File: config.mk
export PLATFORM = sky130hd
export DESIGN_NAME = mic_front
export DESIGN_NICKNAME = d
export VERILOG_FILES = /design/src/hw/rtl/mic_pkg.sv /design/src/hw/rtl/mic_front.sv
export SDC_FILE = /design/constraint.sdc
export NUM_CORES = 1
export LEC_CHECK = 0
export BUFFER_PORTS_ARGS = -buffer_cell sky130_fd_sc_hd__buf_2
export CAP_MARGIN = 20
export CORE_UTILIZATION = 38
export DETAILED_ROUTE_END_ITERATION = 8
export GPL_TIMING_DRIVEN = 1
export HOLD_SLACK_MARGIN = 0.1
export PLACE_DENSITY = 0.76
export SYNTH_ARGS = -nofsm -noshare
export SYNTH_HDL_FRONTEND = slang
export SYNTH_SLANG_ARGS = --single-unit
File: constraint.sdc
create_clock -name clock -period 5.01 [get_ports clock]
set_input_delay 0.7515 -clock clock [delete_from_list [all_inputs] [get_ports clock]]
set_output_delay 0.7515 -clock clock [all_outputs]
set_load 0.01 [all_outputs]
File: src/hw/rtl/mic_pkg.sv
// ----------------------------------------------------------------------------
// mic_pkg: shared types and constants for the multiset intersection counter
// Beat payloads, the queue entry between front and back, bank operation codes
// and the back-end state encoding.
// ----------------------------------------------------------------------------
package mic_pkg;

   localparam int unsigned VALUE_RANGE_DEF = 1024;
   localparam int unsigned MAX_ITEMS_DEF   = 2048;
   localparam int unsigned VALUE_W         = 10;
   localparam int unsigned COUNT_W         = 12;
   localparam logic [COUNT_W-1:0] COUNT_MAX = {COUNT_W{1'b1}};
   localparam int unsigned QUEUE_DEPTH     = 4;

   typedef struct packed {
      logic [VALUE_W-1:0] value_a;
      logic [VALUE_W-1:0] value_b;
      logic               last_item;
   } req_type;

   typedef struct packed {
      logic [COUNT_W-1:0] pair_count;
      logic               overflow;
   } rsp_type;

   // One classified item as the back end sees it.
   typedef struct packed {
      logic [VALUE_W-1:0] value_a;
      logic               count_a;
      logic [VALUE_W-1:0] value_b;
      logic               count_b;
      logic               last_item;
      logic               overflow;
   } queue_entry_type;

   typedef enum logic [1:0] {
      BANK_IDLE,
      BANK_INC,
      BANK_SWEEP
   } bank_op_type;

   typedef enum logic [2:0] {
      ST_CLEAR,
      ST_RUN,
      ST_DRAIN,
      ST_SCAN,
      ST_FINISH,
      ST_DELIVER
   } back_state_type;

endpackage

File: src/hw/rtl/mic_front.sv
// ----------------------------------------------------------------------------
// mic_front: input beat acceptance and item classification
// Counts items of the current set, drops items past the limit and marks
// which values fall inside the histogram range.
// ----------------------------------------------------------------------------
module mic_front #(
   parameter int unsigned VALUE_RANGE = mic_pkg::VALUE_RANGE_DEF,
   parameter int unsigned MAX_ITEMS   = mic_pkg::MAX_ITEMS_DEF
) (
   input  logic                     clock,
   input  logic                     reset,
   input  logic                     req_valid,
   output logic                     req_ready,
   input  mic_pkg::req_type         req_data,
   input  logic                     q_full,
   input  logic                     init_busy,
   output logic                     q_push,
   output mic_pkg::queue_entry_type q_data
);

   localparam int ITEM_W = $clog2(MAX_ITEMS + 1);

   logic [ITEM_W-1:0] items_seen_ff, items_seen_in;
   logic              overflow_ff, overflow_in;
   logic              limit_hit;

   assign req_ready = !q_full && !init_busy;
   assign q_push    = req_valid && req_ready;
   assign limit_hit = (32'(items_seen_ff) >= MAX_ITEMS);

   always_comb begin
      q_data.value_a   = req_data.value_a;
      q_data.value_b   = req_data.value_b;
      q_data.count_a   = !limit_hit && (32'(req_data.value_a) < VALUE_RANGE);
      q_data.count_b   = !limit_hit && (32'(req_data.value_b) < VALUE_RANGE);
      q_data.last_item = req_data.last_item;
      q_data.overflow  = overflow_ff || limit_hit;

      items_seen_in = items_seen_ff;
      overflow_in   = overflow_ff;
      if (q_push) begin
         if (req_data.last_item) begin
            items_seen_in = '0;
            overflow_in   = 1'b0;
         end else if (limit_hit) begin
            overflow_in = 1'b1;
         end else begin
            items_seen_in = items_seen_ff + ITEM_W'(1);
         end
      end
   end

   always_ff @(posedge clock) begin
      if (reset) begin
         items_seen_ff <= '0;
         overflow_ff   <= 1'b0;
      end else begin
         items_seen_ff <= items_seen_in;
         overflow_ff   <= overflow_in;
      end
   end

endmodule

### Word-level counts from Yosys, hierarchy flattened

Cells that the tools add are included.

| cells by class | value |
|---|---|
| $add $sub $neg | 1 |
| multipliers | 0 |
| divide/modulo/power cells | 0 |
| $lt $le $gt $ge | 1 |
| equality and inequality tests | 1 |
| shift operators | 0 |
| mux-type cells | 4 |
| bitwise logic cells | 0 |
| reduce and logical (&&, ||, !) cells | 9 |

Operators by type and width:

| cell | number |
|---|---|
| $mux 12 | 2 |
| $add 12x1->12 const B | 1 |
| $ge 12x12->1 const B | 1 |
| $reduce_and 2->1 | 2 |
| $logic_not 1->1 | 3 |
| $logic_and 1x1->1 | 2 |
| $mux 1 | 2 |
| $ne 2x2->1 const B | 1 |
| $reduce_bool 2->1 | 1 |
| $logic_or 1x1->1 | 1 |

| word-level totals | value |
|---|---|
| flip-flop bits (word level) | 13 |
| bits in latches | 0 |
| bits in writable memories | 0 |
| memory bits (read-only) | 0 |
| input bits | 26 |
| output and inout port bits | 26 |
| logic and storage cells | 18 |
| memories kept | 0 |

### Longest topological paths before layout

| logic depth | value |
|---|---|
| word-level depth | 4 |
| mapped depth | 6 |
| gate-level depth less buffers | 5 |

### Worst setup path before layout

No wires, ideal clock.

| path | value |
|---|---|
| path kind | input to output |
| start | in init_busy |
| end | out q_push |
| arrival | 1.540 ns |
| required time | 4.259 ns |
| setup slack | 2.719 ns |
| cell stages on the path | 3 |
| buffers on the path | 1 |
| path through | or3b_2 > clkbuf_1 > inv_1 |

| on the way | value |
|---|---|
| word-level cells in the longest chain between the ends | 3 |

Ends and longest elaborated chain:

| what | line | RTL |
|---|---|---|
| start: declaration | mic_front.sv:16 | `input logic init_busy,` |
| $logic_not 1->1 | mic_front.sv:27 | `assign req_ready = !q_full && !init_busy;` |
| $logic_and 1x1->1 | mic_front.sv:27 |  |
| $logic_and 1x1->1 | mic_front.sv:28 | `assign q_push = req_valid && req_ready;` |
| end: declaration | mic_front.sv:17 | `output logic q_push,` |

No other way between the ends.

### Worst setup path in the final report

Same ends and word-level chain as after synthesis.

==> results <==
- The number of pins exceeding their max-slew limit in the final report is 0.
- During synthesis, Yosys emitted a total of 0 warnings.
- For this run, design rule violations remaining after detail routing come to 0.
- The number of different library cells in the post-synthesis netlist is 33.
- For this design the top-level I/O count stands at 52.
- VDD sags by at most 0.210 mV.
- The peak clock frequency supported by timing is 395 MHz.
- The H-tree depth is 1.
- After detailed routing, the total wire length is 1.81 mm.
- The wire length of the first global-routing pass is 2.99 mm.
- By area the synthesized netlist is led by sky130_fd_sc_hd__dfxtp_1 (29%), sky130_fd_sc_hd__buf_4 (19%), sky130_fd_sc_hd__a21oi_1 (8.5%).
- The kind of launch point of the worst setup path is a primary input.
- Hold repair after CTS inserted 0 buffers.
- The number of buffers and inverters on the critical path is 3.
- At the end of routability-driven placement, the weighted congestion stood at 0.919.
- The dominant delay contributor by cell family on the critical path is simple AND/OR/NAND/NOR gates.
- The run finished with clean final reports.
- The final sum of negative setup slack is 0 ns.
- Clock tree synthesis inserted a total of 3 buffers.
- The post-route non-filler standard cell count is 132.
- The tool flagged a number of max-cap violations equal to 0.
- Each instance of the synthesized netlist takes up on average 7.71 um^2.
- The cell that appears most often on the critical path is sky130_fd_sc_hd__buf_2.
- The final hold violation count is 0.
- After the first detailed-routing iteration, the DRC count stood at 19.
- The leakage power summed over all cells is 0.000303 uW.
- The buffer cell driving the clock tree root is sky130_fd_sc_hd__clkbuf_4.
- TritonCTS built the clock tree.
- Across all setup checks in the final design, the least slack found is 2.48 ns.
- The number of nets with antenna violations after detailed routing is 0.
- For this design the ratio of total power to cell area is 219 nW/um^2.
- The final cycle utilization of the critical path is 50.5%.
- Summing the sequential cell areas from Yosys gives 29.3% of the chip area.
- The critical path endpoint category is an output pin.
- At the pin with the least slew margin, the transition time is 0.359 ns.
- The number of global-route vias before repair was 702.
- The category of the critical setup timing path is in2out.
- The post-synthesis cell area is 887 um^2.
- The synthesized design devotes to its leading area cell type 29.3% of total area.
- Data on the critical path arrives at its endpoint at 1.78 ns.
- The number of cells traversed by the worst hold path is 2.
- In the final design database the tool counted 133 nets.
- After clock tree synthesis, the clock-pin slew on the worst setup and hold paths is 0.08 ns.
- After synthesis the netlist holds a flip-flop and latch count of 13.
- Of all nets on the critical path, the largest fanout is 9.
- Global routing finished with a remaining overflow of 0.
- Subtracting the final worst setup slack from the clock period gives 2.53 ns.
- The path class of the tightest hold or removal check is reg2reg.
- Traced cell by cell, the critical path runs through buf_2 > or3b_2 > inv_1 > buf_2.
- After technology mapping, the gate count stands at 115.
- Setup violations remaining at the end of the flow were counted as 0.
- The number of buffers inserted to repair setup after CTS is 0.
- Setup repair after global routing left no endpoint under its margin.
- The number of enable flip-flop cells after synthesis is 0.
- The number of vias after detailed routing is 762.
- The library cells used most frequently in the layout, excluding fill and tap cells, are sky130_fd_sc_hd__a21oi_1 (15), sky130_fd_sc_hd__dfxtp_1 (13), sky130_fd_sc_hd__buf_2 (11).
- The number of antenna diodes in the final layout is 0.
- The die width is 50.3 um.
- At the placement stage, the worst setup path has a slack of 2.49 ns.
- Post-CTS repair changed the size of 0 cells.
- Entering global routing, the biggest net connects 13 pins.
- The largest single stage delay on the critical path is 0.58 ns.
- The placed cell count is 128.
- The worst slew slack as a fraction of its limit is 75.8%.
- The library cell used most frequently in the layout, excluding fill and tap cells, is sky130_fd_sc_hd__a21oi_1.
- The most used flip-flop cell after synthesis is sky130_fd_sc_hd__dfxtp_1.
- Clock latency on the worst-skew pair, taken at its later pin, is 0.28 ns.
- The clock skew after layout is 0.000862 ns.
- The total area inside the core boundary comes to 2210 um^2.
- The initial antenna violation count came to 0.
- Of all flip-flops after synthesis, the portion carrying an async set or reset was 0%.
- The post-synth net total is 143.
- The largest buffer count on any clock path is 2.
- The highest-delay cell along the critical path is sky130_fd_sc_hd__or3b_2.
- The number of cells on the worst reg-to-reg path is 5.
- For this run, the detailed router's first-pass iteration total came to 4.
- At the worst endpoint, the required time is 4.26 ns.
- The fraction of final layout cells with drive strength greater than 1 is 17.3%.
- Global routing used 15.6% of the available tracks.
- Total power for the finished layout comes to 181 uW.
- The number of input and output port buffers inserted is 11.
- In the final routed layout, each cell accounts on average for 13.7 um.
- Counting every sink on the clock net gives 13.
- The largest area contributor in the synthesized netlist is sky130_fd_sc_hd__dfxtp_1.
- The number of cells on the critical path is 4.
- The number of rows created at floorplan is 17.
- The die covers 2530 um^2.
- In the routed layout, each cell is associated on average with a via count of 5.77.
- The area growth from synthesis to layout is -7.19%.
- For this configuration, the core starts out at a cell density of 40.1%.
- The wire-length estimate of the detail-placed layout is 1.34 mm.
- The die is 50.3 um tall.
stage by stage:
stage          util, %  hold slack [ns]  instance area (um^2)
2_1_floorplan        -            0.429                   887
3_3_place_gp      36.0            0.446                   796
3_5_place_dp      36.0            0.457                   796
4_1_cts           37.2            0.476                   823
5_1_grt           37.2            0.512                   823
6_report          37.2            0.471                   823
path summary, 6_finish.rpt:
| path | from | to | slack (ns) |
|---|---|---|---|
| setup / recovery | init_busy | q_push | 2.48 |
| hold / removal | overflow_ff$_SDFFE_PP0P_ | overflow_ff$_SDFFE_PP0P_ | 0.47 |
| setup reg to reg | items_seen_ff[1]$_SDFFE_PP0P_ | items_seen_ff[8]$_SDFFE_PP0P_ | 3.41 |
| hold reg to reg | overflow_ff$_SDFFE_PP0P_ | overflow_ff$_SDFFE_PP0P_ | 0.47 |
cell families (layout without fill, tap and decap cells):
kind of cell,count (synthesis),in the layout,share of synthesized area (%)
compound gates,28,28,17.8
fa+ha+maj,2,2,2.82
buf+inv,31,20,22.6
flops,13,13,29.3
mux,1,1,1.13
simple gates,40,40,26.4
power breakdown:
group / internal (uW) / switching [uW]
Sequential: 103 / 0.292
Combinational: 4.72 / 8.17
Clock: 29.6 / 34.4
Total: 138 / 42.8
worst reg2reg max path: cells and delay by family (launching register included):
family	cells	cell delay [ns]
AOI/OAI and AO/OA	1	0.15
adders and majority gates	1	0.26
DFF	1	0.39
and+or+nand+nor	3	0.74
routing by layer:
layer / vias to the layer above / share of wire [%] / global-route usage [%]
met1: 354 / 41 / 18.4
met2: 36 / 47 / 24.4
met3: 10 / 10 / 4.55
met5: - / 0 / 0
li1: 362 / - / -
met4: 0 / 2.3 / 10.2
cell type report:
class / instances / area, um^2
flip-flops and latches: 13 / 260
clock inverters: 1 / 5.00
clock buffers: 3 / 22.5
repair buffers: 11 / 55.1
multi-input cells: 71 / 427
inverters: 5 / 18.8
fillers: 248 / 1390
well taps: 28 / 35.0
flip-flops by register name (all words and copies together), names as in the netlist:
name,count
overflow_ff,1
items_seen_ff,12
synthesized netlist by cell type, drive strengths merged (2+ instances only):
cell	number
nor2	8
or3	2
ha	2
nand2	8
nand3	2
nand4	4
a21oi	15
or4b	2
clkbuf	3
dfxtp	13
o21ai	7
buf	23
a41oi	2
nor3	2
inv	5
Note: power is estimated with default switching activity, not from simulation.
