File: config.mk
export PLATFORM = sky130hd
export DESIGN_NAME = mic_queue
export DESIGN_NICKNAME = d
export VERILOG_FILES = /design/src/hw/rtl/mic_pkg.sv /design/src/hw/rtl/mic_queue.sv
export SDC_FILE = /design/constraint.sdc
export NUM_CORES = 1
export LEC_CHECK = 0
export BUFFER_PORTS_ARGS = -buffer_cell sky130_fd_sc_hd__buf_2
export CORE_ASPECT_RATIO = 1.1
export CORE_UTILIZATION = 55
export DETAILED_ROUTE_END_ITERATION = 8
export GPL_TIMING_DRIVEN = 0
export HOLD_SLACK_MARGIN = 0.08
export PLACE_DENSITY = 0.77
export SYNTH_ARGS = -nofsm -noshare
export SYNTH_HDL_FRONTEND = slang
export SYNTH_SLANG_ARGS = --single-unit
File: constraint.sdc
create_clock -name clock -period 4.6 [get_ports clock]
set_input_delay 0.46 -clock clock [delete_from_list [all_inputs] [get_ports clock]]
set_output_delay 0.46 -clock clock [all_outputs]
set_load 0.02 [all_outputs]
File: src/hw/rtl/mic_pkg.sv
// ----------------------------------------------------------------------------
// mic_pkg: shared types and constants for the multiset intersection counter
// Beat payloads, the queue entry between front and back, bank operation codes
// and the back-end state encoding.
// ----------------------------------------------------------------------------
package mic_pkg;

   localparam int unsigned VALUE_RANGE_DEF = 1024;
   localparam int unsigned MAX_ITEMS_DEF   = 2048;
   localparam int unsigned VALUE_W         = 10;
   localparam int unsigned COUNT_W         = 12;
   localparam logic [COUNT_W-1:0] COUNT_MAX = {COUNT_W{1'b1}};
   localparam int unsigned QUEUE_DEPTH     = 4;

   typedef struct packed {
      logic [VALUE_W-1:0] value_a;
      logic [VALUE_W-1:0] value_b;
      logic               last_item;
   } req_type;

   typedef struct packed {
      logic [COUNT_W-1:0] pair_count;
      logic               overflow;
   } rsp_type;

   // One classified item as the back end sees it.
   typedef struct packed {
      logic [VALUE_W-1:0] value_a;
      logic               count_a;
      logic [VALUE_W-1:0] value_b;
      logic               count_b;
      logic               last_item;
      logic               overflow;
   } queue_entry_type;

   typedef enum logic [1:0] {
      BANK_IDLE,
      BANK_INC,
      BANK_SWEEP
   } bank_op_type;

   typedef enum logic [2:0] {
      ST_CLEAR,
      ST_RUN,
      ST_DRAIN,
      ST_SCAN,
      ST_FINISH,
      ST_DELIVER
   } back_state_type;

endpackage

File: src/hw/rtl/mic_queue.sv
// ----------------------------------------------------------------------------
// mic_queue: short item queue between front and back
// A small first-in first-out buffer held in flops.
// ----------------------------------------------------------------------------
module mic_queue (
   input  logic                     clock,
   input  logic                     reset,
   input  logic                     push,
   input  mic_pkg::queue_entry_type push_data,
   input  logic                     pop,
   output mic_pkg::queue_entry_type pop_data,
   output logic                     full,
   output logic                     empty
);

   localparam int PTR_W = $clog2(mic_pkg::QUEUE_DEPTH);
   localparam int CNT_W = $clog2(mic_pkg::QUEUE_DEPTH + 1);

   mic_pkg::queue_entry_type entry_ff [mic_pkg::QUEUE_DEPTH];
   logic [PTR_W-1:0] wr_ptr_ff, rd_ptr_ff;
   logic [CNT_W-1:0] count_ff;

   assign full     = (count_ff == CNT_W'(mic_pkg::QUEUE_DEPTH));
   assign empty    = (count_ff == '0);
   assign pop_data = entry_ff[rd_ptr_ff];

   always_ff @(posedge clock) begin
      if (push) begin
         entry_ff[wr_ptr_ff] <= push_data;
      end
   end

   always_ff @(posedge clock) begin
      if (reset) begin
         wr_ptr_ff <= '0;
         rd_ptr_ff <= '0;
         count_ff  <= '0;
      end else begin
         if (push) begin
            wr_ptr_ff <= wr_ptr_ff + PTR_W'(1);
         end
         if (pop) begin
            rd_ptr_ff <= rd_ptr_ff + PTR_W'(1);
         end
         if (push && !pop) begin
            count_ff <= count_ff + CNT_W'(1);
         end else if (pop && !push) begin
            count_ff <= count_ff - CNT_W'(1);
         end
      end
   end

endmodule

; After elaboration in Yosys (flattened, before gate mapping)
; Memory sizes are Yosys's and may differ from the RTL's. A register that Yosys moved wholly into a read port is not among the register bits.
; Index checks and enable logic that the tools add are counted.
[word_totals]
regBits = 7
mem_bits_rw = 96
inputBits = 28
out_inout_bits = 26
word_cells = 21
mem_count = 1
[classes]
addsub = 4
n_eq_ne = 1
n_mux = 6
n_reduce_logical = 6
[memory_table]
columns = memory, words, width, read_ports, rd_ports_with_merged_regs, write_ports, line
row1 = entry_ff, 4, 24, 1, 1, 1, mic_queue.sv:19  ; mic_pkg::queue_entry_type entry_ff [mic_pkg::QUEUE_DEPTH];
[ops]
columns = op, count
row1 = $mux W3, 2
row2 = $add A2 B1 Y2 const B, 2
row3 = $mux W2, 2
row4 = $add A3 B1 Y3 const B, 1
row5 = $eq A3 B3 Y1 const B, 1
row6 = $logic_not A3 Y1, 1
row7 = $sub A3 B1 Y3 const B, 1
row8 = $logic_and A1 B1 Y1, 2
row9 = $logic_not A1 Y1, 2
row10 = $mux W1, 2
row11 = $reduce_bool A2 Y1, 1

; Longest topological paths before layout
; Gate-level depths: netlist (run 1).
[depth]
depth_word = 4
mapped_depth = 7
mapped_depth_nobuf = 7

; Least setup slack after synthesis (run 1)
; No wires, ideal clock.
[synth_path]
path_kind = input-to-reg
startpoint = input pop
endpoint = register count_ff[2]
setup_ps = 70
t_arrival_ps = 1650
t_required_ps = 4530
path_slack_ps = 2880
stages = 7
n_path_buf = 0
path_cell_list = inv_1 -> ha_1 -> inv_1 -> fa_1 -> xor2_1 -> or3_1 -> a21oi_1
[synth_via]
elab_chain_len = 3
elab_cells_between_ends = 5
classes_between = mux: 1 / reduce/logical: 4
[synth_rtl]
columns = element, line
row1 = start: declaration, mic_queue.sv:10  ; input logic pop,
row2 = $logic_not A1 Y1, mic_queue.sv:45  ; if (push && !pop) begin
row3 = $logic_and A1 B1 Y1, mic_queue.sv:45
row4 = $mux W3 or $reduce_bool A2 Y1 (tied branches), n/a
row5 = end signal: assignment, mic_queue.sv:46  ; count_ff <= count_ff + CNT_W'(1);
row6 = end signal: assignment, mic_queue.sv:48  ; count_ff <= count_ff - CNT_W'(1);
row7 = end: declaration, mic_queue.sv:21  ; logic [CNT_W-1:0] count_ff;
; Parallel ways exist; a longest one is shown, timed or not.
; A chain may end at the register's enable or synchronous reset.

==> results of run 1 <==
==> metal layers <==
metal | global-route usage | vias to the layer above
met2 | 0.275 | 46
met1 | 0.221 | 866
met5 | 0 | -
li1 | - | 818
met3 | 0.0404 | 2
met4 | 0.0733 | 0
==> worst register-to-register path: cells and delay by family (launching register included) <==
family                   cells  cell delay (ns)
flip-flops                   1             0.36
adder cells (fa/ha/maj)      1             0.14
AND/OR/NAND/NOR              1             0.94
buffers and inverters        1             0.10
==> sequential cells by signal, summed over array words and instances (netlist names), named ones only <==
name       flops
entry_ff      96
count_ff       3
rd_ptr_ff      2
wr_ptr_ff      2
==> synthesized netlist by cell type (all sizes together) <==
cell type / number / area [um2]
nor2: 7 / 26.3
buf: 5 / 61.3
mux2i: 2 / 20.0
inv: 4 / 15.0
mux4: 24 / 556
ha: 5 / 62.6
nand2: 1 / 3.75
nor3b: 1 / 7.51
fa: 1 / 20.0
a21oi: 1 / 5.00
xor2: 3 / 26.3
nor3: 1 / 5.00
o21ai: 1 / 5.00
clkbuf: 2 / 7.51
and2: 4 / 25.0
dfxtp: 9 / 180
xnor2: 2 / 17.5
or3: 1 / 6.26
edfxtp: 96 / 2880
==> area by class of cell <==
class / count / area (um2) / share of cell area
inverters: 4 / 15.0 / 0.00334
flip-flops and latches: 105 / 3060 / 0.681
repair buffers: 52 / 260 / 0.0579
multi-input cells: 54 / 786 / 0.175
clock inverters: 7 / 77.6 / 0.0173
well taps: 82 / 103 / 0.0228
clock buffers: 9 / 124 / 0.0275
plain buffers: 7 / 68.8 / 0.0153
==> where the power goes <==
part / switching (mW) / total, mW / internal [mW]
Clock: 0.297 / 0.553 / 0.256
Sequential: 0.0163 / 1.11 / 1.09
Combinational: 0.136 / 0.241 / 0.105
Total: 0.449 / 1.90 / 1.45
==> how the worst min path moves through the flow <==
| stage | slack, ns | cells past startpoint | to | startpoint |
|---|---|---|---|---|
| 6_report | 0.32 | 1 | entry_ff[1][22] | push_data[22] |
| 4_1_cts | 0.30 | 1 | entry_ff[3][18] | push_data[18] |
| 2_1_floorplan | 0.47 | 2 | count_ff[2] | count_ff[2] |
| 3_3_place_gp | 0.48 | 2 | count_ff[2] | count_ff[2] |
| 3_5_place_dp | 0.52 | 2 | count_ff[2] | count_ff[2] |
| 5_1_grt | 0.29 | 1 | entry_ff[2][2] | push_data[2] |
==> metrics by stage <==
stage	area (um2)	hold slack, ns	setup WS (ns)	instances
after floorplan	3930	0.466	2.88	170
after global placement	4300	0.478	2.56	304
after detailed placement	4300	0.524	2.54	304
after CTS	4500	0.297	2.32	320
after global routing	4500	0.294	2.27	320
final	4500	0.315	2.36	320
==> kinds of logic after synthesis <==
kind of cell             Yosys count
AND/OR/NAND/NOR                   15
flip-flops                       105
multiplexers                      26
AO/OA/AOI/OAI                      2
XOR/XNOR                           5
buffers and inverters             11
adder cells (fa/ha/maj)            6
==> impl_metrics.yaml, run 1 <==
run_status:
  outcome: "finished, final reports clean"
die:
  core_um2: 6750
  fp.dieW_um: 82.6
  rows: 31
  fp.dieArea_um2: 7490
  start_util: 0.583
  die_y_um: 90.7
  io_pins: 54
worst_setup_path:
  reg2reg_to: "entry_ff[0][1]"
  endpoint: "pop_data[7]"
  crit_buf_inv: 3
  worst_r2r_path_depth: 3
  crit_chain: "clkbuf_1 -> buf_2 -> mux4_2 -> buf_2"
  r2r_slack_ns: 2.69
  worstSetupPathType: "flop to output pin"
  cp_max_fo: 10
  critPathArrivalTime_ns: 1.78
  path_depth: 4
  slowest_delay_ns: 0.37
  cp_common_cell: "buf_2"
  cp_slowest_cell: "mux4_2"
  end_kind: "output pin"
  required_ns: 4.14
  r2r_start: "wr_ptr_ff[0]"
  critPathLaunchType: "flop"
  critPathTopFamily: "buffers and inverters"
timing:
  slew_viol_final: 0
  tns_ns: 0
  min_period_ns: 2.24
  fin_skew_ns: 0.00519
  setup_viol: 0
  period_share: 0.486
  max_freq_ghz: 0.447
  hold_viol_final: 0
  slew_headroom: 0.184
  rsz0062_at_grt: "no"
  tightest_slew_ns: 1.22
yosys:
  synth_top_family_by_area: "multiplexers"
  yosysSeqAreaShare: 0.779
  synth_mux_area_frac: 0.146
  synth-adder-area-share: 0.0210
  ys_warn_count: 0
  synth_cells: 170
  syn-mean-instance-area_um2: 23.1
  syn-cell-area_um2: 3930
  synth_simple_gate_area_frac: 0.0188
  synth_compound_area_frac: 0.00255
  synth_xor_area_frac: 0.0111
  synthDistinctLibCells: 22
  synth_nets: 204
  synth-seq-cells: 105
finish:
  n_antenna_cell: 0
  nets: 267
  fillers: 457
  most-common-layout-cells: "edfxtp_1 (96), buf_2 (54), mux4_2 (20)"
  fin_util: 0.666
  final_common_cell: "edfxtp_1"
  syn_to_final_growth_pct: 14.3
  drive_gt1_frac: 0.391
global_routing:
  grt-ovfl-total: 0
  grt_max_degree: 25
  first_global_vias: 1816
  grt_pass1_wl_mm: 9.00
  grt_use_total: 0.171
  antenna_found_initial: 0
placed_design:
  hpwlAfterDp_mm: 3.62
  gp_congestion: 0.679
  io_buffer_count: 52
pwr:
  power.density_nw_per_um2: 423
  p_leak_nw: 1.57
  vdd_ir_drop_max_mv: 0.226
  power_mw: 1.90
detailed_routing:
  viasPerCell: 5.41
  via_count: 1732
  finalWirelength_mm: 5.70
  first_pass_iters: 4
  wl_met3_um: 267
  final_antenna_net_count: 0
  top_layer: "met4"
  first_iter_violations: 102
  drc: 0
  wl_met1_mm: 2.48
  wl_met2_mm: 2.93
  wl_per_cell_um: 17.8
clock_network:
  postCtsSetupBuffers: 0
  ctsHoldBuffers: 0
  cts_max_level: 3
  cts_tree: "done"
  insertion_delay_ns: 0.35
  clock-sinks: 105
  clkTransAtPathRegs_ns: 0.10
  cts-root-buf: "clkbuf_8"
  cts_made_buffers: 9
  cts_resized: 0
  cts_buffer_depth: 2
run:
  drv_cap: 0
hold_path:
  holdCritPathClass: "primary input to flop"
(Power assumes the default switching activity.)
==> run 2: changes to the inputs <==
Clock period 4.6 ns to 2.2 ns, I/O delays scaled along.
==> run 2 against run 1 <==
Effect of this change: core utilization grew 3.1 points; setup slack worse by 2.2 ns; highest routed layer unchanged; sequential power grew 110%; total power is 110% higher; critical path depth unchanged; clock power up 110%.
==> impl_metrics.yaml, run 2 (synthesized netlist as in run 1, its figures left out) <==
detailed_routing:
  drc: 0
  finalWirelength_mm: 5.85
  first_pass_iters: 4
  final_antenna_net_count: 0
  first_iter_violations: 99
  viasPerCell: 5.35
  wl_per_cell_um: 17.1
  via_count: 1823
timing:
  min_period_ns: 2.00
  slew_viol_final: 0
  tightest_slew_ns: 1.23
  setup_viol: 0
  tns_ns: 0
  rsz0062_at_grt: "no"
  fin_skew_ns: 0.00602
  max_freq_ghz: 0.501
  timing.final.ws_setup_ns: 0.204
  hold_viol_final: 0
  period_share: 0.907
  slew_headroom: 0.182
  whs_ns: 0.0969
worst_setup_path:
  reg2reg_to: "entry_ff[2][10]"
  critPathLaunchType: "flop"
  worst_r2r_path_depth: 3
  end_kind: "output pin"
  required_ns: 1.98
  critPathArrivalTime_ns: 1.78
  worstSetupPathType: "flop to output pin"
  r2r_start: "wr_ptr_ff[0]"
  r2r_slack_ns: 0.29
  cp_max_fo: 10
hold_path:
  holdCritPathClass: "primary input to flop"
  min-delay-start: "push_data[11]"
  whs_path_depth: 1
  whs_endpoint: "entry_ff[0][11]"
finish:
  reg_top3: "entry_ff: 96 flops, count_ff: 3 flops"
  layout.cells.non_filler: 341
  largest_reg_flops: 96
  n_antenna_cell: 0
  drive_gt1_frac: 0.359
  final_common_cell: "edfxtp_1"
  nets: 288
  max_flop_register: "entry_ff"
  fin_util: 0.697
  fin_area_um2: 4710
  most-common-layout-cells: "edfxtp_1 (96), buf_2 (54), dlygate4sd3_1 (21)"
  syn_to_final_growth_pct: 19.7
clock_network:
  cts_max_level: 3
  insertion_delay_ns: 0.35
  cts_buffer_depth: 2
  cts_made_buffers: 9
  postCtsSetupBuffers: 0
  cts-root-buf: "clkbuf_8"
  clock-sinks: 105
  cts_tree: "done"
  clkTransAtPathRegs_ns: 0.09
global_routing:
  globalRouteMet3Util: 0.0404
  grt_util_met2: 0.287
  grt-ovfl-total: 0
  grt_util_met1: 0.219
  grt_pass1_wl_mm: 9.25
  grt_use_total: 0.176
  first_global_vias: 1913
  grt_max_degree: 25
  busiest_layer: "met2"
  antenna_found_initial: 0
die:
  core_um2: 6750
  start_util: 0.583
  fp.dieW_um: 82.6
  die_y_um: 90.7
  io_pins: 54
  fp.dieArea_um2: 7490
  rows: 31
pwr:
  power.density_nw_per_um2: 851
  p_switching_mw: 0.942
  power_frac_seq: 0.579
  vdd_ir_drop_max_mv: 0.473
  internal_power_mw: 3.07
  power_mw: 4.01
  p_leak_nw: 1.65
  switching_share: 0.235
  pwr-share-clk: 0.288
  combPwrFrac: 0.133
placed_design:
  dp_cells: 304
  placed_area_um2: 4300
  gp_congestion: 0.679
  hpwlAfterDp_mm: 3.62
  pre_cts_ws_ns: 0.223
  io_buffer_count: 52
run_status:
  outcome: "finished, final reports clean"
run:
  drv_cap: 0
[run 2: changes by cell type in the layout (fill, tap and decap cells not counted)]
cell,change
dlygate4sd3_1,+21
[run 2: worst max-delay path: stages, from the launching register on]
cell and delay (ns):
dfxtp_1 0.31, clkbuf_1 0.24, buf_2 0.33, mux4_2 0.37, buf_2 0.18
[run 2: per-layer routing]
| metal | share of wire | up-vias |
|---|---|---|
| li1 | - | 858 |
| met1 | 0.43 | 909 |
| met5 | 0 | - |
| met2 | 0.52 | 52 |
| met4 | 0.0055 | 0 |
| met3 | 0.037 | 4 |
[run 2: area by class of cell]
class                           instances  area (um2)
Buffer                                  7        68.8
Clock inverter                          7        77.6
Fill cell                             438        2040
Sequential cell                       105        3060
Timing Repair Buffer                   73         470
Multi-Input combinational cell         54         786
Inverter                                4        15.0
Clock buffer                            9         124
Tap cell                               82         103
[run 2: timing repair]
action,CTS,global route
resized for setup,0,0
endpoints found under the hold margin,83,0
hold buffers,21,0
[run 2: power groups by stage]
stage | logic, mW | registers, mW | clock network [mW]
final | 0.534 | 2.32 | 1.15
after detailed placement | 0.513 | 2.37 | 0
after CTS | 0.544 | 2.32 | 1.19
after floorplan | 0.353 | 2.36 | 0
after global placement | 0.501 | 2.36 | 0
after global routing | 0.582 | 2.33 | 1.26
[run 2: worst max-delay path by stage]
stage,to,slack (ns)
floorplan,entry_ff[2][0],0.66
global placement,entry_ff[2][17],0.26
detailed placement,entry_ff[0][17],0.22
CTS,pop_data[7],0.16
global route,pop_data[7],0.11
finish,pop_data[7],0.20
==> run 3: changes to the inputs <==
Settings changed: CORE_ASPECT_RATIO 1.1 to not set, CTS_CLUSTER_SIZE set to 16, SLEW_MARGIN set to 10.
==> run 3 against run 2 <==
Effect of this change: final area rose by 0.16%; wire length rose by 5.0%; die area barely moved; total power fell by 3.5%; core utilization fell by 0.73 points; clock power fell by 12%; worst hold slack got worse by 0.0023 ns; critical endpoint is now pop_data[9]; largest power group unchanged.
==> impl_metrics.yaml, run 3 (synthesized netlist as in run 1, its figures left out) <==
clock_network:
  cts_buffer_depth: 2
  clock-sinks: 105
  cts-root-buf: "clkbuf_8"
  cts_made_buffers: 9
  cts_resized: 0
  clkTransAtPathRegs_ns: 0.09
  insertion_delay_ns: 0.36
  cts_max_level: 3
  cts_tree: "done"
global_routing:
  grt_use_total: 0.187
  antenna_found_initial: 0
  first_global_vias: 1897
  grt_max_degree: 25
  grt_pass1_wl_mm: 9.72
  grt-ovfl-total: 0
timing:
  rsz0062_at_grt: "no"
  fin_skew_ns: 0.0102
  period_share: 0.914
  slew_headroom: 0.481
  tns_ns: 0
  hold_viol_final: 0
  setup_viol: 0
  max_freq_ghz: 0.497
  min_period_ns: 2.01
  slew_viol_final: 0
  tightest_slew_ns: 0.778
hold_path:
  min-delay-start: "push_data[2]"
  holdCritPathClass: "primary input to flop"
  whs_path_depth: 1
worst_setup_path:
  required_ns: 1.98
  cp_max_fo: 10
  end_kind: "output pin"
  critPathTopFamily: "buffers and inverters"
  crit_buf_inv: 3
  r2r_slack_ns: 0.47
  critPathArrivalTime_ns: 1.79
  crit_chain: "clkbuf_1 -> buf_2 -> mux4_2 -> buf_2"
  slowest_delay_ns: 0.36
  worst_r2r_path_depth: 3
  cp_slowest_cell: "mux4_2"
  path_depth: 4
  worstSetupPathType: "flop to output pin"
  cp_common_cell: "buf_2"
  r2r_start: "wr_ptr_ff[0]"
  critPathLaunchType: "flop"
run_status:
  outcome: "finished, final reports clean"
finish:
  syn_to_final_growth_pct: 19.9
  max_flop_register: "entry_ff"
  drive_gt1_frac: 0.364
  final_common_cell: "edfxtp_1"
  fillers: 468
  fin_util: 0.690
  largest_reg_flops: 96
  nets: 290
  most-common-layout-cells: "edfxtp_1 (96), buf_2 (54), dlygate4sd3_1 (22)"
  n_antenna_cell: 0
  reg_top3: "entry_ff: 96 flops, count_ff: 3 flops"
placed_design:
  io_buffer_count: 52
  gp_congestion: 0.659
  hpwlAfterDp_mm: 3.72
die:
  die_y_um: 86.6
  fp.dieArea_um2: 7490
  io_pins: 54
  core_um2: 6830
  fp.dieW_um: 86.6
  rows: 30
  start_util: 0.576
detailed_routing:
  via_count: 1821
  final_antenna_net_count: 0
  first_iter_violations: 70
  first_pass_iters: 6
  drc: 0
  viasPerCell: 5.10
  finalWirelength_mm: 6.14
  wl_per_cell_um: 17.2
pwr:
  power_mw: 3.87
  vdd_ir_drop_max_mv: 0.412
  power.density_nw_per_um2: 820
  p_leak_nw: 1.65
run:
  drv_cap: 0
[run 3: final timing paths]
check	endpoint
max	pop_data[9]
min	entry_ff[3][2]
max reg2reg	entry_ff[1][9]
min reg2reg	count_ff[2]
[run 3: metrics by stage]
step,std cells,cell area [um2],setup WS [ns],hold WS [ns]
after floorplan,170,3930,0.665,0.319
after global placement,318,4310,0.226,0.432
after CTS,357,4710,0.147,0.0841
final,357,4710,0.189,0.0946
after global routing,357,4710,0.0966,0.0824
after detailed placement,319,4330,0.217,0.442
[run 3: layout make-up]
cell class | instances | area [um2] | area share
Buffer | 7 | 68.8 | 0.0146
Clock buffer | 10 | 128 | 0.0271
Clock inverter | 6 | 35.0 | 0.00743
Inverter | 4 | 15.0 | 0.00318
Multi-Input combinational cell | 54 | 790 | 0.167
Sequential cell | 105 | 3060 | 0.650
Tap cell | 96 | 120 | 0.0255
Timing Repair Buffer | 75 | 495 | 0.105
[run 3: repair_timing]
action	4_1_cts	5_1_grt
hold endpoints to repair	87	0
hold buffers	22	0
setup buffers	0	0
[run 3: metal layers]
metal,up-vias,GRT usage,part of all wire
met3,11,0.0324,0.028
li1,861,-,-
met2,38,0.297,0.52
met1,911,0.252,0.43
met4,0,0.0985,0.020
met5,-,0,0
[run 3: power by group]
part,leakage [nW],switching [mW],internal (mW)
Clock,0.0835,0.603,0.404
Combinational,0.611,0.293,0.248
Sequential,0.956,0.0334,2.28
Total,1.65,0.930,2.94
