===== config.mk =====
export PLATFORM = sky130hd
export DESIGN_NAME = mic_back
export DESIGN_NICKNAME = d
export VERILOG_FILES = /design/src/hw/rtl/mic_pkg.sv /design/src/hw/rtl/mic_back.sv
export SDC_FILE = /design/constraint.sdc
export NUM_CORES = 1
export LEC_CHECK = 0
export ABC_CLOCK_PERIOD_IN_PS = 5000
export BUFFER_PORTS_ARGS = -buffer_cell sky130_fd_sc_hd__buf_2
export CAP_MARGIN = 20
export CORE_ASPECT_RATIO = 1.1
export CORE_MARGIN = 5
export CORE_UTILIZATION = 32
export DETAILED_ROUTE_END_ITERATION = 10
export SLEW_MARGIN = 20
export SYNTH_ARGS = -nofsm -noshare
export SYNTH_HDL_FRONTEND = slang
export SYNTH_SLANG_ARGS = --single-unit

===== constraint.sdc =====
create_clock -name clock -period 5 [get_ports clock]
set_input_delay 0.5 -clock clock [delete_from_list [all_inputs] [get_ports clock]]
set_output_delay 0.5 -clock clock [all_outputs]
set_load 0.005 [all_outputs]

===== src/hw/rtl/mic_pkg.sv =====
// ----------------------------------------------------------------------------
// mic_pkg: shared types and constants for the multiset intersection counter
// Beat payloads, the queue entry between front and back, bank operation codes
// and the back-end state encoding.
// ----------------------------------------------------------------------------
package mic_pkg;

   localparam int unsigned VALUE_RANGE_DEF = 1024;
   localparam int unsigned MAX_ITEMS_DEF   = 2048;
   localparam int unsigned VALUE_W         = 10;
   localparam int unsigned COUNT_W         = 12;
   localparam logic [COUNT_W-1:0] COUNT_MAX = {COUNT_W{1'b1}};
   localparam int unsigned QUEUE_DEPTH     = 4;

   typedef struct packed {
      logic [VALUE_W-1:0] value_a;
      logic [VALUE_W-1:0] value_b;
      logic               last_item;
   } req_type;

   typedef struct packed {
      logic [COUNT_W-1:0] pair_count;
      logic               overflow;
   } rsp_type;

   // One classified item as the back end sees it.
   typedef struct packed {
      logic [VALUE_W-1:0] value_a;
      logic               count_a;
      logic [VALUE_W-1:0] value_b;
      logic               count_b;
      logic               last_item;
      logic               overflow;
   } queue_entry_type;

   typedef enum logic [1:0] {
      BANK_IDLE,
      BANK_INC,
      BANK_SWEEP
   } bank_op_type;

   typedef enum logic [2:0] {
      ST_CLEAR,
      ST_RUN,
      ST_DRAIN,
      ST_SCAN,
      ST_FINISH,
      ST_DELIVER
   } back_state_type;

endpackage


===== src/hw/rtl/mic_back.sv =====
// ----------------------------------------------------------------------------
// mic_back: histogram sequencer, bin scan and result register
// Pops items into the two banks, runs the clearing sweep after reset and the
// summing scan after each last item, and holds the result beat.
// ----------------------------------------------------------------------------
module mic_back #(
   parameter int unsigned VALUE_RANGE = mic_pkg::VALUE_RANGE_DEF
) (
   input  logic                           clock,
   input  logic                           reset,
   input  logic                           q_empty,
   input  mic_pkg::queue_entry_type       q_data,
   output logic                           q_pop,
   output mic_pkg::bank_op_type           op_a,
   output logic [$clog2(VALUE_RANGE)-1:0] addr_a,
   input  logic [mic_pkg::COUNT_W-1:0]    count_a,
   output mic_pkg::bank_op_type           op_b,
   output logic [$clog2(VALUE_RANGE)-1:0] addr_b,
   input  logic [mic_pkg::COUNT_W-1:0]    count_b,
   output logic                           init_busy,
   output logic                           rsp_valid,
   input  logic                           rsp_ready,
   output mic_pkg::rsp_type               rsp_data
);

   localparam int ADDR_W = $clog2(VALUE_RANGE);
   localparam logic [ADDR_W-1:0] LAST_BIN = ADDR_W'(VALUE_RANGE - 1);

   mic_pkg::back_state_type     state_ff, state_in;
   logic [ADDR_W-1:0]           bin_ff, bin_in;
   logic                        ovf_ff, ovf_in;
   logic                        scan_vld_ff;
   logic [mic_pkg::COUNT_W-1:0] sum_ff, sum_in;
   logic [mic_pkg::COUNT_W-1:0] min_count;
   logic [mic_pkg::COUNT_W:0]   sum_wide;
   logic                        rsp_valid_ff;
   mic_pkg::rsp_type            rsp_data_ff;
   logic                        load_rsp;

   assign rsp_valid = rsp_valid_ff;
   assign rsp_data  = rsp_data_ff;
   assign init_busy = (state_ff == mic_pkg::ST_CLEAR);

   assign min_count = (count_a < count_b) ? count_a : count_b;
   assign sum_wide  = {1'b0, sum_ff} + {1'b0, min_count};

   always_comb begin
      state_in = state_ff;
      bin_in   = bin_ff;
      ovf_in   = ovf_ff;
      q_pop    = 1'b0;
      op_a     = mic_pkg::BANK_IDLE;
      op_b     = mic_pkg::BANK_IDLE;
      addr_a   = bin_ff;
      addr_b   = bin_ff;
      load_rsp = 1'b0;
      sum_in   = sum_ff;

      if (scan_vld_ff) begin
         sum_in = sum_wide[mic_pkg::COUNT_W] ? mic_pkg::COUNT_MAX
                                             : sum_wide[mic_pkg::COUNT_W-1:0];
      end

      case (state_ff)
         mic_pkg::ST_CLEAR, mic_pkg::ST_SCAN: begin
            op_a = mic_pkg::BANK_SWEEP;
            op_b = mic_pkg::BANK_SWEEP;
            if (bin_ff == LAST_BIN) begin
               bin_in   = '0;
               state_in = (state_ff == mic_pkg::ST_CLEAR) ? mic_pkg::ST_RUN
                                                          : mic_pkg::ST_FINISH;
            end else begin
               bin_in = bin_ff + ADDR_W'(1);
            end
         end
         mic_pkg::ST_RUN: begin
            if (!q_empty) begin
               q_pop  = 1'b1;
               op_a   = q_data.count_a ? mic_pkg::BANK_INC : mic_pkg::BANK_IDLE;
               op_b   = q_data.count_b ? mic_pkg::BANK_INC : mic_pkg::BANK_IDLE;
               addr_a = ADDR_W'(q_data.value_a);
               addr_b = ADDR_W'(q_data.value_b);
               if (q_data.last_item) begin
                  ovf_in   = q_data.overflow;
                  state_in = mic_pkg::ST_DRAIN;
               end
            end
         end
         mic_pkg::ST_DRAIN: begin
            state_in = mic_pkg::ST_SCAN;
         end
         mic_pkg::ST_FINISH: begin
            state_in = mic_pkg::ST_DELIVER;
         end
         mic_pkg::ST_DELIVER: begin
            if (!rsp_valid_ff || rsp_ready) begin
               load_rsp = 1'b1;
               sum_in   = '0;
               state_in = mic_pkg::ST_RUN;
            end
         end
         default: begin
            state_in = mic_pkg::ST_CLEAR;
            bin_in   = '0;
         end
      endcase
   end

   always_ff @(posedge clock) begin
      if (reset) begin
         state_ff     <= mic_pkg::ST_CLEAR;
         bin_ff       <= '0;
         ovf_ff       <= 1'b0;
         scan_vld_ff  <= 1'b0;
         sum_ff       <= '0;
         rsp_valid_ff <= 1'b0;
      end else begin
         state_ff    <= state_in;
         bin_ff      <= bin_in;
         ovf_ff      <= ovf_in;
         scan_vld_ff <= (state_ff == mic_pkg::ST_SCAN);
         sum_ff      <= sum_in;
         if (load_rsp) begin
            rsp_valid_ff <= 1'b1;
         end else if (rsp_ready) begin
            rsp_valid_ff <= 1'b0;
         end
      end
   end

   always_ff @(posedge clock) begin
      if (load_rsp) begin
         rsp_data_ff.pair_count <= sum_ff;
         rsp_data_ff.overflow   <= ovf_ff;
      end
   end

endmodule


======== After elaboration in Yosys (flattened, before gate mapping) ========
Cells that the tools add are included.
word-level totals
  output and inout bits ................... 40
  input bits .............................. 52
  flip-flop bits (word level) ............. 41
  logic and storage cells ................. 59
cells by class
  reductions and logical operators ........ 8
  multiplexer cells ....................... 29
  add/sub/neg operators ................... 2
  equal/unequal tests ..................... 10
  order comparisons ....................... 1
  bitwise operators ....................... 1
operator list
  kind                   number
  $mux 12                5
  $mux 10                5
  $pmux 10 s2            1
  $mux 3                 5
  $pmux 3 s5             1
  $add 12x12->13         1
  $lt 12x12->1           1
  $add 10x1->10 const B  1
  $eq 10x10->1 const B   1
  $mux 1                 10
  $ne 2x2->1 const B     4
  $pmux 2 s2             2
  $eq 3x2->1 const B     2
  $eq 3x3->1 const B     2
  $reduce_and 4->1       1
  $reduce_or 4->1        1
  $eq 3x1->1 const B     1
  $logic_not 3->1        1
  $reduce_and 3->1       1
  $reduce_bool 2->1      1
  $reduce_or 2->1        1
  $logic_not 1->1        1
  $logic_or 1x1->1       1
  $not 1->1              1

======== Depth between registers and ports, before layout ========
Gate-level depths: netlist of the first run.
  depth in word-level cells ............... 7
  gate-level depth with buffers ........... 18
  gate-level depth less buffers ........... 17

======== Least setup slack after synthesis of the first run ========
Ideal clock, no wire load.
  path type ............................... input-to-reg
  start ................................... input port count_b[9] in the netlist's numbering
  end ..................................... register sum_ff[11] in the netlist's numbering
  slack ................................... 1309 ps
  buffers on the path ..................... 1
  stages .................................. 16
  library setup time ...................... 119 ps
  required time ........................... 4881 ps
  arrival ................................. 3573 ps
  cells stage by stage .................... inv_1 > ha_1 > a21o_1 > a21oi_1 > o2111ai_1 > a21oi_1 > a311oi_2 > buf_6 > mux2_4 > ha_1 > nand2_1 > or4b_4 > o21ai_2 > o211ai_1 > mux2_2 > o221a_1
on the way
  word-level cells in the longest chain between the ends .. 7
ends and longest elaborated chain
  what                  line             text
  start, declared       mic_back.sv:19   input logic [mic_pkg::COUNT_W-1:0] count_b,
  $lt 12x12->1          mic_back.sv:44   assign min_count = (count_a < count_b) ? count_a : count_b;
  $mux 12 (*)           mic_back.sv:44
  $add 12x12->13 (*)    mic_back.sv:45   assign sum_wide = {1'b0, sum_ff} + {1'b0, min_count};
  $mux 12 (*)           mic_back.sv:60   sum_in = sum_wide[mic_pkg::COUNT_W] ? mic_pkg::COUNT_MAX
  $mux 12 (*)           mic_back.sv:59   if (scan_vld_ff) begin
  $mux 12               mic_back.sv:96   if (!rsp_valid_ff || rsp_ready) begin
  $mux 12 (*)           mic_back.sv:64   case (state_ff)
  end signal, assigned  mic_back.sv:122  sum_ff <= sum_in;
  end, declared         mic_back.sv:33   logic [mic_pkg::COUNT_W-1:0] sum_ff, sum_in;
Mark *: on every way between the ends. The rest lies on a longest branch, timed or not.
A chain may end at the register's enable or synchronous reset.

======== Final worst setup path of the first run ========
  start ................................... input port count_b[9] in the netlist's numbering
  end ..................................... register sum_ff[1] in the netlist's numbering
Same word-level chain as after synthesis.

==> results of run 1 <==
[sequential cells by signal, indices dropped and copies added (netlist names), named ones only]
register	flops
bin_ff	10
ovf_ff	1
rsp_data	13
rsp_valid	1
scan_vld_ff	1
state_ff	2
sum_ff	12
[cell type report]
cell class | instances | area (sq um) | share of cell area, %
Clock buffer | 5 | 68.8 | 2.00
Clock inverter | 3 | 46.3 | 1.34
Inverter | 21 | 78.8 | 2.29
Multi-Input combinational cell | 254 | 1700 | 49.3
Sequential cell | 41 | 951 | 27.6
Tap cell | 111 | 139 | 4.03
Timing Repair Buffer | 92 | 463 | 13.4
[cell usage after synthesis (all sizes together), types with 5 or more instances]
cell	instances	area share [%]
nor2	20	2.8
o21ai	20	3.7
ha	24	11
buf	5	1.2
a21o	6	1.6
xor2	8	2.5
dfxtp	28	20
mux2	13	6.5
nand2	67	9.0
edfxtp	13	14
inv	21	2.8
xnor2	7	2.2
a21oi	32	5.9
nand2b	6	1.3
clkbuf	5	0.67
nand3	8	1.4
nor3	6	1.1
[path summary, 6_finish.rpt]
kind | to | cells after the start
max | sum_ff[1] | 17
min | rsp_data[0] | 0
max reg2reg | sum_ff[1] | 7
min reg2reg | rsp_data[0] | 0
[worst max-delay path, stage by stage]
cell	delay (ps)
buf_2	90
inv_1	40
ha_1	290
a21o_1	160
a21oi_1	210
o2111ai_1	140
a21oi_1	170
a311oi_2	60
buf_4	220
mux2_4	310
ha_1	320
nand2_1	100
or4b_4	460
o21ai_2	170
o21ai_0	120
a21oi_2	370
a21oi_1	140
[per-layer routing]
metal  vias to the layer above  global-route usage (%)
li1                       1315                       -
met1                      1143                    14.4
met2                        81                    24.5
met3                         4                    3.11
met4                         0                    2.93
met5                         -                       0
[power breakdown]
group          internal (mW)  switching [mW]
Combinational          0.194           0.230
Clock                  0.149           0.118
Sequential             0.368          0.0352
[logic make-up (layout without fill, tap and decap cells)]
| logic type | after synthesis | in the layout | share of synthesized area, % |
|---|---|---|---|
| buffers and inverters | 31 | 121 | 4.68 |
| and+or+nand+nor | 119 | 119 | 19.1 |
| DFF | 41 | 41 | 34.2 |
| muxes | 15 | 15 | 7.20 |
| xor gates and xnor gates | 15 | 15 | 4.72 |
| AOI/OAI and AO/OA | 80 | 80 | 18.6 |
| adders and majority gates | 25 | 25 | 11.5 |
[cell usage in the layout, fill, tap and decap left out, types with 3 or more instances in the layout]
| master | synthesis | layout |
|---|---|---|
| a21o_1 | 6 | 6 |
| a21oi_1 | 31 | 31 |
| buf_2 | 2 | 91 |
| clkbuf_8 | 0 | 5 |
| dfxtp_1 | 28 | 28 |
| edfxtp_1 | 13 | 13 |
| ha_1 | 24 | 24 |
| inv_1 | 21 | 21 |
| mux2_2 | 4 | 4 |
| mux2_4 | 9 | 9 |
| nand2_1 | 67 | 67 |
| nand2b_1 | 6 | 6 |
| nand3_1 | 8 | 8 |
| nor2_1 | 19 | 19 |
| nor2b_1 | 4 | 4 |
| nor3_1 | 6 | 6 |
| o21ai_0 | 17 | 17 |
| o21bai_1 | 3 | 3 |
| xnor2_1 | 7 | 7 |
| xor2_1 | 8 | 8 |
==> run metrics, run 1 <==
n_diodes=0; post-route setup TNS=0 ps; core area=8450 sq um; DRT iter0 DRCs=60; Starting Density=32.9%; CTS Root Cell=clkbuf_8; fraction of layout cells with a size suffix above 1=29.6%; RSZ-0062 raised after global routing=no; Post-Place Setup Slack=966 ps; Seq cells post-synth=41; sequential fraction of the synthesis area=34.2%; met2 wire length=3420 um; total number of vias=2543; routed length on met1=2770 um; fmax=270 MHz; Leakage=1.67 nW; synthesis-to-layout area growth=23.9%; max_cap viols=0; via-per-instance ratio=4.83; Slew HR=55.2%; fill count=864; worst flop-to-flop path startpoint=sum_ff[7]; clk sinks=41; Final Setup Violations=0; vias in the first global route=2514; Hold Path Class=register to register; CP Launch Type=input port; Max VDD drop=0.139 mV; die height=108 um; placed cells=519; Worst EP required=5170 ps; Layout Nets=492; drt total wl=6730 um; ys async rst share=0%; CTS max path bufs=2; Post-DRT Antenna Nets=0; worst-margin pin slew=671 ps; Clk pin slew, worst setup/hold paths=80 ps; initial antenna violation count=0; GRT Util Overall=12.9%; Setup Buffers After CTS=0; top_reg_cell synth=dfxtp_1; Buffers on Ports=91; R2R Setup Slk=2820 ps; routed length per instance=12.8 um; gp weighted congestion=0.833; total CTS buffers=5; Tmin final=3700 ps; final cell count without fillers=527; Congestion Overflow GR=0; H-tree levels=2; Final WS setup=1300 ps; Post-synth EDFFs=13; DRC viols=0; skew final=10.5 ps; Total Die Area=10700 sq um; Final Hold Viols=0; # resized after CTS=0; Post-DP HPWL=5650 um; Cell variety after synth=53; first drt pass iteration count=5; Hold Startpoint=ovf_ff; clk_lat worst skew=290 ps; worst hold slack=451 ps; Rows=35; Top Metal Used=met4; total power=1.10 mW; Worst Setup End Kind=register; I/O pin count=92; final core area utilization=40.8%; syn_nets=403; status=finished clean; WP data arrival=3870 ps; CP Class=input port to register; Max Transition Viols Final=0; final worst path period share=74.1%; first-pass GRT wire length=11400 um; Placed Area=3330 sq um; CP Max Fanout=13; clock tree from TritonCTS=done; DR WL met3=485 um; Hold-fix buffers, CTS=0; post-route cell area=3450 sq um; Die X=98.9 um; Cells after Synth=326; YS warnings=0; PwrDens=318 nW/um^2; Mapped Area=2780 sq um; largest net degree at the start of global routing=25; Critical path origin=count_b[9]; Synth Area per Inst=8.53 sq um
No activity file was read; power rests on OpenSTA's default activity.
==> run 2: changes to the inputs <==
--- a/config.mk
+++ b/config.mk
@@ -5,7 +5,8 @@
 export SDC_FILE = /design/constraint.sdc
 export NUM_CORES = 1
 export LEC_CHECK = 0
-export ABC_CLOCK_PERIOD_IN_PS = 5000
+export ABC_AREA = 1
+export ABC_CLOCK_PERIOD_IN_PS = 3900
 export BUFFER_PORTS_ARGS = -buffer_cell sky130_fd_sc_hd__buf_2
 export CAP_MARGIN = 20
 export CORE_ASPECT_RATIO = 1.1
==> constraint.sdc (replaced) <==
create_clock -name clock -period 3.9 [get_ports clock]
set_input_delay 0.39 -clock clock [delete_from_list [all_inputs] [get_ports clock]]
set_output_delay 0.39 -clock clock [all_outputs]
set_load 0.005 [all_outputs]
==> run metrics, run 2 <==
Hold Startpoint=q_data[0] (was ovf_ff); gp weighted congestion=0.840 (was 0.833); clk_lat worst skew=290 ps (about the same); R2R Setup Slk=1900 ps (was 2820 ps); Slew HR=68.5% (was 55.2%); sequential fraction of the synthesis area=31.4% (was 34.2%); status=finished clean (unchanged); Synth Area per Inst=6.62 sq um (was 8.53 sq um); CP Class=input port to register (unchanged); met2 global-route usage=22.4% (was 24.5%); Hold-fix buffers, CTS=0 (unchanged); DRC viols=0 (unchanged); Total Die Area=11500 sq um (was 10700 sq um); final worst path period share=80.3%; RSZ-0062 raised after global routing=no (unchanged); clock tree from TritonCTS=done (unchanged); # resized after CTS=0 (unchanged); sequential cell area=951 sq um (unchanged); Logic pwr share=17.0% (was 38.7%); top cells by area, synth=nand2_1 20%, dfxtp_1 19%, edfxtp_1 13% (was dfxtp_1 20%, edfxtp_1 14%, ha_1 11%); CTS max path bufs=2 (unchanged); top_reg_cell synth=dfxtp_1 (unchanged); Post-synth EDFFs=13 (unchanged); sw frac=24.3% (was 35.0%); Crit-path slowest cell=a21oi_2 (was or4b_4); fill count=980 (was 864); YS warnings=0 (unchanged); worst hold slack=382 ps (was 451 ps); Compound-Gate Fraction of Synth Area=8.77% (was 18.6%); vias in the first global route=2924 (was 2514); clk sinks=41 (unchanged); n_diodes=0 (unchanged); multi-input logic area=1750 sq um (was 1700 sq um); total power=1.01 mW (was 1.10 mW); total number of vias=3070 (was 2543); syn_nets=534 (was 403); CP Max Fanout=13 (unchanged); ys async rst share=0% (unchanged); worst reg2reg path depth=12 (was 7); skew final=10.1 ps (was 10.5 ps); met1 Usage GRT=15.3% (was 14.4%); met3 Track Usage GR=2.07% (was 3.11%); Leakage=2.06 nW (was 1.67 nW); routed length per instance=11.0 um (was 12.8 um); Adder-Cell Fraction of Synth Area=10.6% (was 11.5%); Final Hold Viols=0 (unchanged); Post-Synth Simple-Gate Area=35.9% (was 19.1%); Cell variety after synth=34 (was 53); Tmin final=3130 ps; Final Setup Violations=0 (unchanged); WP data arrival=3320 ps (was 3870 ps); Sequential Power Share=43.9% (was 36.8%); die height=112 um (was 108 um); first-pass GRT wire length=12200 um (was 11400 um); Post-synth top cells=164 x nand2_1, 61 x inv_1, 34 x nand3_1 (was 67 x nand2_1, 31 x a21oi_1, 28 x dfxtp_1); Worst EP required=4080 ps (was 5170 ps); Clk pin slew, worst setup/hold paths=80 ps (about the same); Worst Setup End Kind=register (unchanged); commonest non-fill, non-tap cell in the layout=nand2_1 (was buf_2); main combinational cell family by area after synthesis=simple AND/OR/NAND/NOR gates (unchanged); via-per-instance ratio=4.63 (was 4.83); Hold Path Class=input port to register (was register to register); Synth Area in XOR/XNOR=2.61% (was 4.72%); final cell count without fillers=663 (was 527); Max VDD drop=0.117 mV (was 0.139 mV); worst-margin pin slew=472 ps (was 671 ps); final core area utilization=39.8% (was 40.8%); drt total wl=7280 um (was 6730 um); clock power share=39.1% (was 24.5%); Post-DP HPWL=6190 um (was 5650 um); Hold Path End=ovf_ff (was rsp_data[0]); Buffers on Ports=91 (unchanged); Seq cells post-synth=41 (unchanged); CP most frequent cell=nand2_1 (was a21oi_1); fmax=319 MHz; post-synthesis mux area share=0% (was 7.20%); reg-to-reg endpoint=sum_ff[11] (was sum_ff[1]); Bufs and invs on worst path=4 (was 3); crit path cell chain=buf_2 > ha_1 > a21oi_1 > o21ai_0 > a21oi_1 > nand2_1 > nand2_1 > o21ai_0 > ha_1 > inv_1 > fa_1 > inv_1 > nand2_1 > nand2_1 > nand3_1 > nand2_1 > a21oi_2 > nand3_1 > nand2_1 > inv_1 (was buf_2 > inv_1 > ha_1 > a21o_1 > a21oi_1 > o2111ai_1 > a21oi_1 > a311oi_2 > buf_4 > mux2_4 > ha_1 > nand2_1 > or4b_4 > o21ai_2 > o21ai_0 > a21oi_2 > a21oi_1); Starting Density=32.5% (was 32.9%); Critical Path Max Stage Delay=420 ps (was 460 ps); Rows=37 (was 35); first drt pass iteration count=4 (was 5); Levels on crit path=20 (was 17); CTS Root Cell=clkbuf_8 (unchanged); commonest non-fill, non-tap cells in the layout=164 x nand2_1, 91 x buf_2, 61 x inv_1 (was 91 x buf_2, 67 x nand2_1, 31 x a21oi_1); fraction of layout cells with a size suffix above 1=22.3% (was 29.6%); placed cells=655 (was 519); I/O pin count=92 (unchanged); DRT iter0 DRCs=118 (was 60); H-tree levels=2 (unchanged); post-synth top area share=20.3% (was 20.2%); area leader, netlist=nand2_1 (was dfxtp_1); initial antenna violation count=0 (unchanged); Setup Buffers After CTS=0 (unchanged); most used routing layer=met2 (unchanged); Cells after Synth=457 (was 326); GRT Util Overall=12.7% (was 12.9%); max_cap viols=0 (unchanged); Congestion Overflow GR=0 (unchanged); switching power=0.245 mW (was 0.383 mW); Max Transition Viols Final=0 (unchanged); largest net degree at the start of global routing=24 (was 25); Mapped Area=3030 sq um (was 2780 sq um); synthesis-to-layout area growth=22.3% (was 23.9%); Die X=103 um (was 98.9 um); PwrDens=273 nW/um^2 (was 318 nW/um^2); Layout Nets=622 (was 492); top-count cell post-synth=nand2_1 (unchanged); max reg flops=13 (unchanged); Internal=0.765 mW (was 0.712 mW); Post-DRT Antenna Nets=0 (unchanged); family with the most delay on the worst path=compound AO/OA/AOI/OAI gates (unchanged); post-route setup TNS=0 ps (unchanged); CP Launch Type=input port (unchanged); worst flop-to-flop path startpoint=sum_ff[0] (was sum_ff[7]); core area=9310 sq um (was 8450 sq um); hold path cells=3 (was 0); total CTS buffers=5 (unchanged)
run 2: cell count changes after synthesis, sizes merged, moves of 13 or more:
cell   change
mux2      -13
nand3     +29
inv       +45
nor2      +15
nand2    +102
run 2: layout make-up:
class                           count  area share (%)
Clock buffer                        5            1.86
Clock inverter                      3            1.76
Inverter                           66            6.70
Multi-Input combinational cell    338            47.3
Timing Repair Buffer               93            12.7
Tap cell                          117            3.96
Sequential cell                    41            25.7
run 2: logic make-up after synthesis:
kind of cell	Yosys count
and+or+nand+nor	254
buffers and inverters	78
adders and majority gates	25
xor gates and xnor gates	9
AOI/OAI and AO/OA	50
DFF	41
run 2: tightest hold or removal path, delay by kind of cell:
kind            cells  cell delay, ps
buf+inv             1             100
simple gates        1              80
compound gates      1              70
run 2: how the worst max path moves through the flow:
stage | start | to | slack, ps
3_3_place_gp | count_b[11] | sum_ff[6] | 620
3_5_place_dp | count_a[11] | sum_ff[6] | 470
5_1_grt | count_b[11] | sum_ff[11] | 380
6_report | count_a[11] | sum_ff[11] | 770
2_1_floorplan | count_b[11] | sum_ff[10] | 1180
4_1_cts | count_a[11] | sum_ff[6] | 780
run 2: routing by layer:
layer / part of all wire, % / vias to the layer above
met4: 1.2 / 0
met1: 43 / 1329
met5: 0 / -
met2: 46 / 102
li1: - / 1631
met3: 9.2 / 8
run 2: power by group through the flow:
stage / registers (mW) / clock network, mW / logic, mW
floorplan: 0.452 / 0 / 0.113
global placement: 0.453 / 0 / 0.170
detailed placement: 0.453 / 0 / 0.173
CTS: 0.443 / 0.406 / 0.174
global route: 0.444 / 0.428 / 0.199
finish: 0.443 / 0.395 / 0.172
run 2: stage by stage:
step | cell area (sq um) | setup WS, ps
after global routing | 3700 | 379
after floorplan | 3030 | 1180
after CTS | 3700 | 779
after detailed placement | 3570 | 467
final | 3700 | 766
after global placement | 3570 | 618
